$ cat src/design/rrua_pkg.sv
// Shared types and codes of the reserved ring unit allocator.
package rrua_pkg;

    localparam int CFG_W = 6;

    localparam logic [1:0] CMD_LOOKUP         = 2'd0;
    localparam logic [1:0] CMD_WRITE_RESERVED = 2'd1;
    localparam logic [1:0] CMD_CLEAR          = 2'd2;

    localparam logic REG_CAPACITY = 1'b0;
    localparam logic REG_RESERVED = 1'b1;

    typedef struct packed {
        logic [1:0]  cmd;
        logic [31:0] object_id;
        logic [4:0]  slot_index;
        logic        clear_reserved_too;
    } rrua_req_t;

    typedef struct packed {
        logic [4:0] unit;
        logic       newly_bound;
        logic       bad_slot;
        logic [5:0] remaining;
        logic       is_full;
    } rrua_rsp_t;

endpackage

$ cat src/design/rrua_req_if.sv
// Request channel: valid/ready handshake carrying one command.
interface rrua_req_if;
    import rrua_pkg::*;

    logic      valid;
    logic      ready;
    rrua_req_t data;

    modport source (output valid, output data, input ready);
    modport sink   (input valid, input data, output ready);
endinterface

$ cat src/design/rrua_rsp_if.sv
// Response channel: valid/ready handshake carrying one result.
interface rrua_rsp_if;
    import rrua_pkg::*;

    logic      valid;
    logic      ready;
    rrua_rsp_t data;

    modport source (output valid, output data, input ready);
    modport sink   (input valid, input data, output ready);
endinterface

$ cat src/design/reserved_ring_unit_allocator.sv
// Reserved ring unit allocator: slot table in a synchronous RAM, scanned one slot per cycle.
// Lookup: scans the first E slots for the key, E = head, or capacity when full; a miss
//   binds the key to the head slot, or to the slot after the reserved ones when full.
// Reserved write, clear and unused command: straight from idle to done, no scan.
// One transaction in flight; a finished result waits in the output register, and the block is
//   ready in the cycle after the load. Reset (rst_n low, async) empties slots via valid bits.
module reserved_ring_unit_allocator #(
    parameter int MAX_UNITS = 32,
    parameter int ID_WIDTH  = 32
) (
    input  logic                      clk,
    input  logic                      rst_n,
    input  logic                      cfg_we,
    input  logic                      cfg_index,
    input  logic [rrua_pkg::CFG_W-1:0] cfg_data,
    rrua_req_if.sink                  req,
    rrua_rsp_if.source                rsp
);
    import rrua_pkg::*;

    // Slot index width and the stored key width (IDs arrive as 32 bits).
    localparam int IDX_W = (MAX_UNITS > 1) ? $clog2(MAX_UNITS) : 1;
    localparam int KEY_W = (ID_WIDTH < 32) ? ID_WIDTH : 32;

    localparam logic [1:0] S_IDLE = 2'd0;
    localparam logic [1:0] S_SCAN = 2'd1;
    localparam logic [1:0] S_DONE = 2'd2;

    // Control state
    logic [1:0]           state_reg, state_next;
    logic [5:0]           cap_cfg_reg;
    logic [4:0]           res_cfg_reg;
    logic [5:0]           head_reg, head_next;
    logic                 full_reg, full_next;
    logic [MAX_UNITS-1:0] valid_reg, valid_next;
    logic [5:0]           issue_reg, issue_next;
    logic                 cmp_valid_reg, cmp_valid_next;
    logic                 rsp_valid_reg, rsp_valid_next;

    // Payload of the transaction in flight and of the held result
    logic [KEY_W-1:0]     key_reg, key_next;
    logic [5:0]           end_reg, end_next;
    logic [IDX_W-1:0]     cmp_idx_reg, cmp_idx_next;
    logic [IDX_W-1:0]     unit_reg, unit_next;
    logic                 newly_reg, newly_next;
    logic                 bad_reg, bad_next;
    rrua_rsp_t            rsp_data_reg, rsp_data_next;

    // Slot RAM: one write port, one read port with registered data
    logic [KEY_W-1:0]     slot_mem [MAX_UNITS];
    logic [KEY_W-1:0]     rd_data_reg;
    logic                 mem_we, mem_re;
    logic [IDX_W-1:0]     mem_waddr, mem_raddr;
    logic [KEY_W-1:0]     mem_wdata;

    // Effective configuration and helpers
    logic [5:0]           cap_eff, cap_m1, res_eff;
    logic [5:0]           head_adj, miss_base, head_inc, head_wrap, remaining;
    logic                 hit, issue_more, rsp_load;
    logic [KEY_W-1:0]     req_key;

    always_ff @(posedge clk)
    begin
        if (mem_we)
        begin
            slot_mem[mem_waddr] <= mem_wdata;
        end
        if (mem_re)
        begin
            rd_data_reg <= slot_mem[mem_raddr];
        end
    end

    // Clamp capacity to 1..MAX_UNITS and the reserved count below it.
    always_comb
    begin
        cap_eff = (cap_cfg_reg == 6'd0) ? 6'd1 : cap_cfg_reg;
        if (int'(cap_eff) > MAX_UNITS)
        begin
            cap_eff = 6'(MAX_UNITS);
        end
        cap_m1  = cap_eff - 6'd1;
        res_eff = ({1'b0, res_cfg_reg} > cap_m1) ? cap_m1 : {1'b0, res_cfg_reg};
    end

    assign req_key = req.data.object_id[KEY_W-1:0];

    // A lookup first pulls a stray head back to the first unreserved slot.
    assign head_adj = (!full_reg && (head_reg >= cap_eff || head_reg < res_eff)) ?
                      res_eff : head_reg;

    // A miss while full restarts the ring just after the reserved slots.
    assign miss_base = full_reg ? res_eff : head_reg;
    assign head_inc  = miss_base + 6'd1;
    assign head_wrap = (head_inc == cap_eff) ? 6'd0 : head_inc;

    assign hit        = cmp_valid_reg && valid_reg[cmp_idx_reg] && (rd_data_reg == key_reg);
    assign issue_more = issue_reg < end_reg;

    assign remaining  = (head_reg <= cap_eff) ? (cap_eff - head_reg) : 6'd0;

    assign req.ready  = (state_reg == S_IDLE);
    assign rsp.valid  = rsp_valid_reg;
    assign rsp.data   = rsp_data_reg;

    always_comb
    begin
        state_next     = state_reg;
        head_next      = head_reg;
        full_next      = full_reg;
        valid_next     = valid_reg;
        issue_next     = issue_reg;
        cmp_valid_next = cmp_valid_reg;
        key_next       = key_reg;
        end_next       = end_reg;
        cmp_idx_next   = cmp_idx_reg;
        unit_next      = unit_reg;
        newly_next     = newly_reg;
        bad_next       = bad_reg;
        mem_we         = 1'b0;
        mem_waddr      = '0;
        mem_wdata      = key_reg;
        mem_re         = 1'b0;
        mem_raddr      = IDX_W'(issue_reg);
        rsp_load       = 1'b0;

        unique case (state_reg)
            S_IDLE:
            begin
                if (req.valid)
                begin
                    unit_next  = '0;
                    newly_next = 1'b0;
                    bad_next   = 1'b0;
                    state_next = S_DONE;
                    case (req.data.cmd)
                        CMD_LOOKUP:
                        begin
                            head_next      = head_adj;
                            end_next       = full_reg ? cap_eff : head_adj;
                            issue_next     = 6'd0;
                            cmp_valid_next = 1'b0;
                            key_next       = req_key;
                            state_next     = S_SCAN;
                        end
                        CMD_WRITE_RESERVED:
                        begin
                            if ({1'b0, req.data.slot_index} < res_eff)
                            begin
                                mem_we                = 1'b1;
                                mem_waddr             = IDX_W'(req.data.slot_index);
                                mem_wdata             = req_key;
                                valid_next[mem_waddr] = 1'b1;
                            end
                            else
                            begin
                                bad_next = 1'b1;
                            end
                        end
                        CMD_CLEAR:
                        begin
                            head_next = res_eff;
                            full_next = 1'b0;
                            for (int i = 0; i < MAX_UNITS; i++)
                            begin
                                if (req.data.clear_reserved_too || i >= int'(res_eff))
                                begin
                                    valid_next[i] = 1'b0;
                                end
                            end
                        end
                        default:
                        begin
                        end
                    endcase
                end
            end
            S_SCAN:
            begin
                if (hit)
                begin
                    unit_next  = cmp_idx_reg;
                    state_next = S_DONE;
                end
                else if (issue_more)
                begin
                    mem_re         = 1'b1;
                    cmp_valid_next = 1'b1;
                    cmp_idx_next   = IDX_W'(issue_reg);
                    issue_next     = issue_reg + 6'd1;
                end
                else if (cmp_valid_reg)
                begin
                    // drain the last read before declaring a miss
                    cmp_valid_next = 1'b0;
                end
                else
                begin
                    mem_we                = 1'b1;
                    mem_waddr             = IDX_W'(miss_base);
                    valid_next[mem_waddr] = 1'b1;
                    unit_next             = IDX_W'(miss_base);
                    newly_next            = 1'b1;
                    head_next             = head_wrap;
                    full_next             = (head_wrap == 6'd0);
                    state_next            = S_DONE;
                end
            end
            S_DONE:
            begin
                if (!rsp_valid_reg || rsp.ready)
                begin
                    rsp_load   = 1'b1;
                    state_next = S_IDLE;
                end
            end
            default:
            begin
                state_next = S_IDLE;
            end
        endcase
    end

    always_comb
    begin
        rsp_data_next             = rsp_data_reg;
        rsp_valid_next            = rsp_valid_reg;
        if (rsp_load)
        begin
            rsp_valid_next            = 1'b1;
            rsp_data_next.unit        = 5'(unit_reg);
            rsp_data_next.newly_bound = newly_reg;
            rsp_data_next.bad_slot    = bad_reg;
            rsp_data_next.remaining   = remaining;
            rsp_data_next.is_full     = full_reg;
        end
        else if (rsp.ready)
        begin
            rsp_valid_next = 1'b0;
        end
    end

    always_ff @(posedge clk or negedge rst_n)
    begin
        if (!rst_n)
        begin
            state_reg     <= S_IDLE;
            cap_cfg_reg   <= 6'd32;
            res_cfg_reg   <= 5'd0;
            head_reg      <= 6'd0;
            full_reg      <= 1'b0;
            valid_reg     <= '0;
            issue_reg     <= 6'd0;
            cmp_valid_reg <= 1'b0;
            rsp_valid_reg <= 1'b0;
        end
        else
        begin
            state_reg     <= state_next;
            head_reg      <= head_next;
            full_reg      <= full_next;
            valid_reg     <= valid_next;
            issue_reg     <= issue_next;
            cmp_valid_reg <= cmp_valid_next;
            rsp_valid_reg <= rsp_valid_next;
            if (cfg_we)
            begin
                unique case (cfg_index)
                    REG_CAPACITY: cap_cfg_reg <= cfg_data;
                    REG_RESERVED: res_cfg_reg <= cfg_data[4:0];
                    default:      cap_cfg_reg <= cap_cfg_reg;
                endcase
            end
        end
    end

    always_ff @(posedge clk)
    begin
        key_reg      <= key_next;
        end_reg      <= end_next;
        cmp_idx_reg  <= cmp_idx_next;
        unit_reg     <= unit_next;
        newly_reg    <= newly_next;
        bad_reg      <= bad_next;
        rsp_data_reg <= rsp_data_next;
    end

endmodule

$ cat src/flat_wrapper.sv
// flat-port wrapper written by rule: the top's interface ports become plain ports
module reserved_ring_unit_allocator_flat import rrua_pkg::*;
#(
    parameter int MAX_UNITS = 32,
    parameter int ID_WIDTH  = 32
)
  (clk, rst_n, cfg_we, cfg_index, cfg_data, req_valid, req_data, req_ready, rsp_valid, rsp_data, rsp_ready);
  rrua_req_if req_i ();
  rrua_rsp_if rsp_i ();
  input  logic clk;
  input  logic rst_n;
  input  logic cfg_we;
  input  logic cfg_index;
  input  logic [rrua_pkg::CFG_W-1:0] cfg_data;
  input wire logic [$bits(req_i.valid)-1:0] req_valid;
  input wire logic [$bits(req_i.data)-1:0] req_data;
  output wire logic [$bits(req_i.ready)-1:0] req_ready;
  output wire logic [$bits(rsp_i.valid)-1:0] rsp_valid;
  output wire logic [$bits(rsp_i.data)-1:0] rsp_data;
  input wire logic [$bits(rsp_i.ready)-1:0] rsp_ready;
  assign req_i.valid = req_valid;
  assign req_i.data = req_data;
  assign req_ready = req_i.ready;
  assign rsp_valid = rsp_i.valid;
  assign rsp_data = rsp_i.data;
  assign rsp_i.ready = rsp_ready;
  reserved_ring_unit_allocator #(.MAX_UNITS(MAX_UNITS), .ID_WIDTH(ID_WIDTH)) u_core (.clk(clk), .rst_n(rst_n), .cfg_we(cfg_we), .cfg_index(cfg_index), .cfg_data(cfg_data), .req(req_i), .rsp(rsp_i));
endmodule
$ cat config.mk
export PLATFORM = sky130hd
export DESIGN_NAME = reserved_ring_unit_allocator_flat
export DESIGN_NICKNAME = d
export VERILOG_FILES = /design/src/design/rrua_pkg.sv /design/src/design/rrua_req_if.sv /design/src/design/rrua_rsp_if.sv /design/src/design/reserved_ring_unit_allocator.sv /design/src/flat_wrapper.sv
export SDC_FILE = /design/constraint.sdc
export NUM_CORES = 1
export LEC_CHECK = 0
export ABC_CLOCK_PERIOD_IN_PS = 14600
export BUFFER_PORTS_ARGS = -buffer_cell sky130_fd_sc_hd__buf_2
export CAP_MARGIN = 15
export CORE_MARGIN = 1
export CORE_UTILIZATION = 60
export CTS_CLUSTER_DIAMETER = 120
export DETAILED_ROUTE_END_ITERATION = 12
export GPL_TIMING_DRIVEN = 0
export PLACE_DENSITY = 0.76
export SETUP_SLACK_MARGIN = 0.5
export SYNTH_ARGS = -nofsm -noshare
export SYNTH_HDL_FRONTEND = slang
export SYNTH_SLANG_ARGS = --single-unit
$ cat constraint.sdc
create_clock -name clk -period 14.6 [get_ports clk]
set_input_delay 0.73 -clock clk [delete_from_list [all_inputs] [get_ports clk]]
set_output_delay 0.73 -clock clk [all_outputs]
set_load 0.02 [all_outputs]
== After elaboration in Yosys (flattened, before gate mapping) ==
Memory sizes are Yosys's and may differ from the RTL's. A register that Yosys moved wholly into a read port is not among the register bits.
Index checks and enable logic that the tools add are counted.

* Word-level logic and storage cells: 364
* Bits in writable memories: 1024
* Output and inout bits: 16
* Bits in registers: 124
* Memories kept: 1
* Input port bits: 52

{| class="wikitable"
|+ Memory list
! name !! depth !! width !! rd ports !! clocked after Yosys merged registers in !! wr ports !! line !! source
|-
| u_core.slot_mem || 32 || 32 || 1 || 1 || 1 || reserved_ring_unit_allocator.sv:50 || <nowiki>logic [KEY_W-1:0] slot_mem [MAX_UNITS];</nowiki>
|}

* Equality and inequality tests: 51
* Order comparisons: 44
* Reduce and logical (&&, ||, !) cells: 91
* Add/subtract/negate cells: 4
* Mux-type cells: 118
* Bitwise gates (word level): 4

{| class="wikitable"
|+ Operators by type and width
! cell !! number
|-
| two-way mux 32 bit || 9
|-
| AND reduction 8 bit || 32
|-
| one-hot mux 32 bit (2 select lines) || 2
|-
| inequality test 3 x 2 -> 1 bit, second input constant || 34
|-
| >= comparator 5 x 6 -> 1 bit, first input constant || 16
|-
| two-way mux 6 bit || 15
|-
| bitwise OR 32 bit || 2
|-
| two-way mux 1 bit || 63
|-
| two-way mux 5 bit || 10
|-
| >= comparator 4 x 6 -> 1 bit, first input constant || 8
|-
| one-hot mux 6 bit (2 select lines) || 3
|-
| logical OR 1 bit || 34
|-
| equality test 32 bit || 1
|-
| >= comparator 3 x 6 -> 1 bit, first input constant || 4
|-
| one-hot mux 5 bit (2 select lines) || 2
|-
| < comparator 5 x 6 -> 1 bit, second input constant || 3
|-
| adder 6 x 1 -> 6 bit, second input constant || 2
|-
| >= comparator 1 x 6 -> 1 bit, first input constant || 2
|-
| >= comparator 2 x 6 -> 1 bit, first input constant || 2
|-
| zero test 6 bit || 2
|-
| < comparator 6 bit || 2
|-
| two-way mux 2 bit || 6
|-
| AND reduction 4 bit || 3
|-
| AND reduction 6 bit || 2
|-
| other kinds (27) || 53
|}

== Depth between registers and ports, before layout ==
* Word-level depth: 17
* Depth in mapped cells: 28
* Gate-level depth less buffers: 25

== Least setup slack after synthesis ==
No wires, ideal clock.

* Path kind: register to register
* Start point: register u_core.cap_cfg_reg[3]
* End point: memory u_core.slot_mem[16][0] in the netlist's numbering, enable pin
* Data arrival time: 7.308 ns
* Buffers on the path: 3
* Stages on the path, launching flop included: 27
* Library setup time: 0.461 ns
* Required time: 14.139 ns
* Clock period less this slack: 7.769 ns
* Setup slack: 6.831 ns
* Path through: dfrtp_1 buf_2 nor4_1 nor2_1 nor2_1 clkinv_1 ha_1 xnor2_1 inv_1 ha_1 nor2_1 a21oi_1 maj3_1 o211a_1 buf_4 mux2i_1 inv_2 ha_1 nor2_1 nand2_1 mux2i_1 o211ai_1 nand3b_1 buf_2 nand2_1 a21o_1 nor3_1

* Cells in the longest elaborated chain, start to end: 14
* Elaborated cells on any way between the ends: 22
* Classes of those cells: add/sub (1); order compare (3); mux (17); reduce/logical (1)

{| class="wikitable"
|+ Ends and longest elaborated chain
! item !! line !! source
|-
| start: declaration || reserved_ring_unit_allocator.sv:31 || <nowiki>logic [5:0] cap_cfg_reg;</nowiki>
|-
| start signal: assignment || reserved_ring_unit_allocator.sv:269 || <nowiki>REG_CAPACITY: cap_cfg_reg <= cfg_data;</nowiki>
|-
| start signal: assignment || reserved_ring_unit_allocator.sv:271 || <nowiki>default: cap_cfg_reg <= cap_cfg_reg;</nowiki>
|-
| zero test 6 bit || reserved_ring_unit_allocator.sv:77 || <nowiki>cap_eff = (cap_cfg_reg == 6'd0) ? 6'd1 : cap_cfg_reg;</nowiki>
|-
| two-way mux 6 bit * || reserved_ring_unit_allocator.sv:77 ||
|-
| > comparator 6 bit || reserved_ring_unit_allocator.sv:78 || <nowiki>if (int'(cap_eff) > MAX_UNITS)</nowiki>
|-
| two-way mux 6 bit * || reserved_ring_unit_allocator.sv:78 ||
|-
| subtractor 6 x 1 -> 6 bit * || reserved_ring_unit_allocator.sv:82 || <nowiki>cap_m1 = cap_eff - 6'd1;</nowiki>
|-
| > comparator 5 x 6 -> 1 bit || reserved_ring_unit_allocator.sv:83 || <nowiki>res_eff = ({1'b0, res_cfg_reg} > cap_m1) ? cap_m1 : {1'b0, res_cfg_reg};</nowiki>
|-
| two-way mux 6 bit * || reserved_ring_unit_allocator.sv:83 ||
|-
| < comparator 5 x 6 -> 1 bit || reserved_ring_unit_allocator.sv:148 || <nowiki>if ({1'b0, req.data.slot_index} < res_eff)</nowiki>
|-
| two-way mux 1 bit || reserved_ring_unit_allocator.sv:148 ||
|-
| two-way mux 1 bit || reserved_ring_unit_allocator.sv:136 || <nowiki>case (req.data.cmd)</nowiki>
|-
| two-way mux 1 bit || reserved_ring_unit_allocator.sv:130 || <nowiki>if (req.valid)</nowiki>
|-
| one-hot mux 1 bit (2 select lines) || reserved_ring_unit_allocator.sv:127 || <nowiki>unique case (state_reg)</nowiki>
|-
| two-way mux 1 bit || reserved_ring_unit_allocator.sv:64 || <nowiki>if (mem_we)</nowiki>
|-
| two-way mux 1 bit (not written as such) || reserved_ring_unit_allocator.sv:66 || <nowiki>slot_mem[mem_waddr] <= mem_wdata;</nowiki>
|-
| end: declaration || reserved_ring_unit_allocator.sv:50 ||
|}

Mark *: on every way between the ends. The rest lies on a longest branch, timed or not.

== Final worst setup path ==
* Start point: register u_core.cap_cfg_reg[3]
* End point: memory u_core.slot_mem[19][11] in the netlist's numbering, enable pin

Same word-level chain as after synthesis.

==> qor.csv <==
metric,value,unit
cts_max_path_buffers,3,
period_share,0.618,
yosysMostFrequentCell,edfxtp_1,
grt_start_max_net_pins,61,
slew-limit-headroom,0.115,
fp-row-count,103,
start_util,0.609,
crit_family,simple AND/OR/NAND/NOR gates,
fin_tns_setup,0,ns
synth_common_cells,"edfxtp_1 (1120), mux4_2 (330), nor2_1 (121)",
area_growth,14.9,%
post_dp_cell_area,51700,µm²
synth_top_cell_area_share,0.696,
synth_cell_type_count,79,
worstPathBufferInverterCount,9,
finalPower,0.00975,W
drive_gt1_frac,0.299,
grt_pass1_vias,27538,
pin_count,68,
yosysSeqAreaShare,0.727,
rr_worst_depth,29,
fmax,111,MHz
grt_overflow,0,
regArea,35100,µm²
htreeDepth,3,
syn-num-nets,2512,
gp_congestion,0.961,
min_path_type,in -> async,
dieArea,81700,µm²
instances_no_fill,3910,
numPortBuffers,67,
end_kind,flip-flop,
clock-sinks,1180,
wirelength,138000,µm
cp-start-kind,flip-flop,
synth_seq_cells,1180,
finalSetupViolCount,0,
drt_pass1_iterations,6,
syn-instance-count,2430,
final_cell_area,55500,µm²
ir_worst_vdd,0.150,mV
rrSetupSlack,5.58,ns
synth_top_area_cell,edfxtp_1,
largest_register,u_core.slot_mem,
ant_nets,0,
synthArstFlopShare,0.0508,
critPathSlowestCell,mux2i_1,
multi_input_area,12700,µm²
synth-edff-count,1120,
antenna_found_initial,4,
grt_pass1_wl,196000,µm
post_cts.repair.setup_buffers,0,
critical-path-max-stage-delay,0.90,ns
skew,0.0286,ns
drc,0,
layout.nets,2845,
leakage,17.9,nW
ctsResizeCount,0,
critical_path.max_fanout,10,
post-route-min-period,9.02,ns
fp.dieH,286,µm
power_density,176,nW/µm²
pre_cts_slack,6.09,ns
fillers,4750,
coreArea,79400,µm²
cts_hold_buf,0,
cp.arrival,9.39,ns
r2r-start,u_core.cap_cfg_reg[3]$_DFFE_PN0P_,
crit_top_cell,nor2_1,
num_vias,27670,
criticalPathCategory,reg -> reg,
wl_per_cell,35.4,µm
cts.clk_slew.worst_paths,0.06,ns
cts_root_buf,clkbuf_16,
yosys_most_used_dff,edfxtp_1,
yosys_warnings,0,
clkLatencyLatePin,0.69,ns
tightest_slew,1.29,ns
drt_iter0_drc,4195,
status,completed,
fin_ws,5.58,ns
rsz0062_at_grt,false,
synth_area,48300,µm²
ys_top_cells_by_area,"edfxtp_1 (70%), mux4_2 (15%), dfrtp_1 (3.1%)",
report.final.slew_viol_count,0,
dp.cells,3687,
viasPerCell,7.08,
grt_usage,0.343,
detailed_place_hpwl,90200,µm
drv_cap,0,
cts_buffers,111,
syn_area_per_cell,19.9,µm²
tritoncts,built,
rr_endpoint,u_core.slot_mem[19][11]$_DFFE_PP_,
die_w,286,µm
hold_viol,0,
largest_reg_flops,1024,
critPathRequiredTime,14.97,ns
[cells by family after synthesis]
| family | count (synthesis) | synth area share |
|---|---|---|
| compound gates | 250 | 0.0343 |
| other cells | 1 | 0.0000776 |
| fa+ha+maj | 33 | 0.00854 |
| buf+inv | 164 | 0.0132 |
| xor+xnor | 47 | 0.00880 |
| mux | 425 | 0.176 |
| flops | 1180 | 0.727 |
| simple gates | 330 | 0.0324 |
[layout by cell type, fill, tap and decap left out, drive strengths merged, types with 42 or more instances in the layout]
| master | count |
|---|---|
| nor3 | 65 |
| mux2 | 81 |
| clkbuf | 221 |
| dfrtp | 59 |
| nand2 | 53 |
| nor2 | 121 |
| mux4 | 330 |
| buf | 259 |
| edfxtp | 1120 |
| clkinv | 54 |
| a21oi | 89 |
| o21ai | 42 |
[area by class of cell]
cell class,instances,area share
sequential,1180,0.633
multi-input combinational,1086,0.229
clock inverter,75,0.0124
tap,1050,0.0237
inverter,35,0.00237
clock buffer,131,0.0518
antenna,4,0.000180
buffer,129,0.00922
timing repair buffer,220,0.0382
[how the worst max path moves through the flow]
| stage | to | cells after the start | slack, ns | startpoint |
|---|---|---|---|---|
| final | u_core.slot_mem[19][11]$_DFFE_PP_ | 29 | 5.58 | u_core.cap_cfg_reg[3]$_DFFE_PN0P_ |
| after global routing | u_core.slot_mem[19][3]$_DFFE_PP_ | 29 | 5.48 | u_core.cap_cfg_reg[3]$_DFFE_PN0P_ |
| after global placement | u_core.slot_mem[17][22]$_DFFE_PP_ | 26 | 2.03 | u_core.cap_cfg_reg[3]$_DFFE_PN0P_ |
| after floorplan | u_core.slot_mem[16][0]$_DFFE_PP_ | 26 | 6.83 | u_core.cap_cfg_reg[3]$_DFFE_PN0P_ |
| after CTS | u_core.slot_mem[19][9]$_DFFE_PP_ | 29 | 5.97 | u_core.cap_cfg_reg[3]$_DFFE_PN0P_ |
| after detailed placement | u_core.slot_mem[19][11]$_DFFE_PP_ | 29 | 6.09 | u_core.cap_cfg_reg[3]$_DFFE_PN0P_ |
[through the flow]
| stage | utilization | hold slack (ns) |
|---|---|---|
| after floorplan | - | 0.400 |
| after global placement | 0.630 | 0.407 |
| after detailed placement | 0.652 | 0.406 |
| after CTS | 0.697 | 0.195 |
| after global routing | 0.699 | 0.215 |
| final | 0.699 | 0.155 |
[metal layers]
metal  up-vias  GRT usage  routed length [µm]  part of all wire
met2      2267      0.550               67200              0.49
li1      10701          -                   -                 -
met1     14273      0.453               48100              0.35
met4         2      0.168                7690             0.056
met5         -          0                  15           0.00011
met3       427     0.0715               15300              0.11
[where the power goes]
group	internal, W	switching, W
combinational	0.00118	0.00164
sequential	0.00398	0.0000816
clock	0.00159	0.00128
total	0.00675	0.00301
Note: power is estimated with default switching activity, not from simulation.
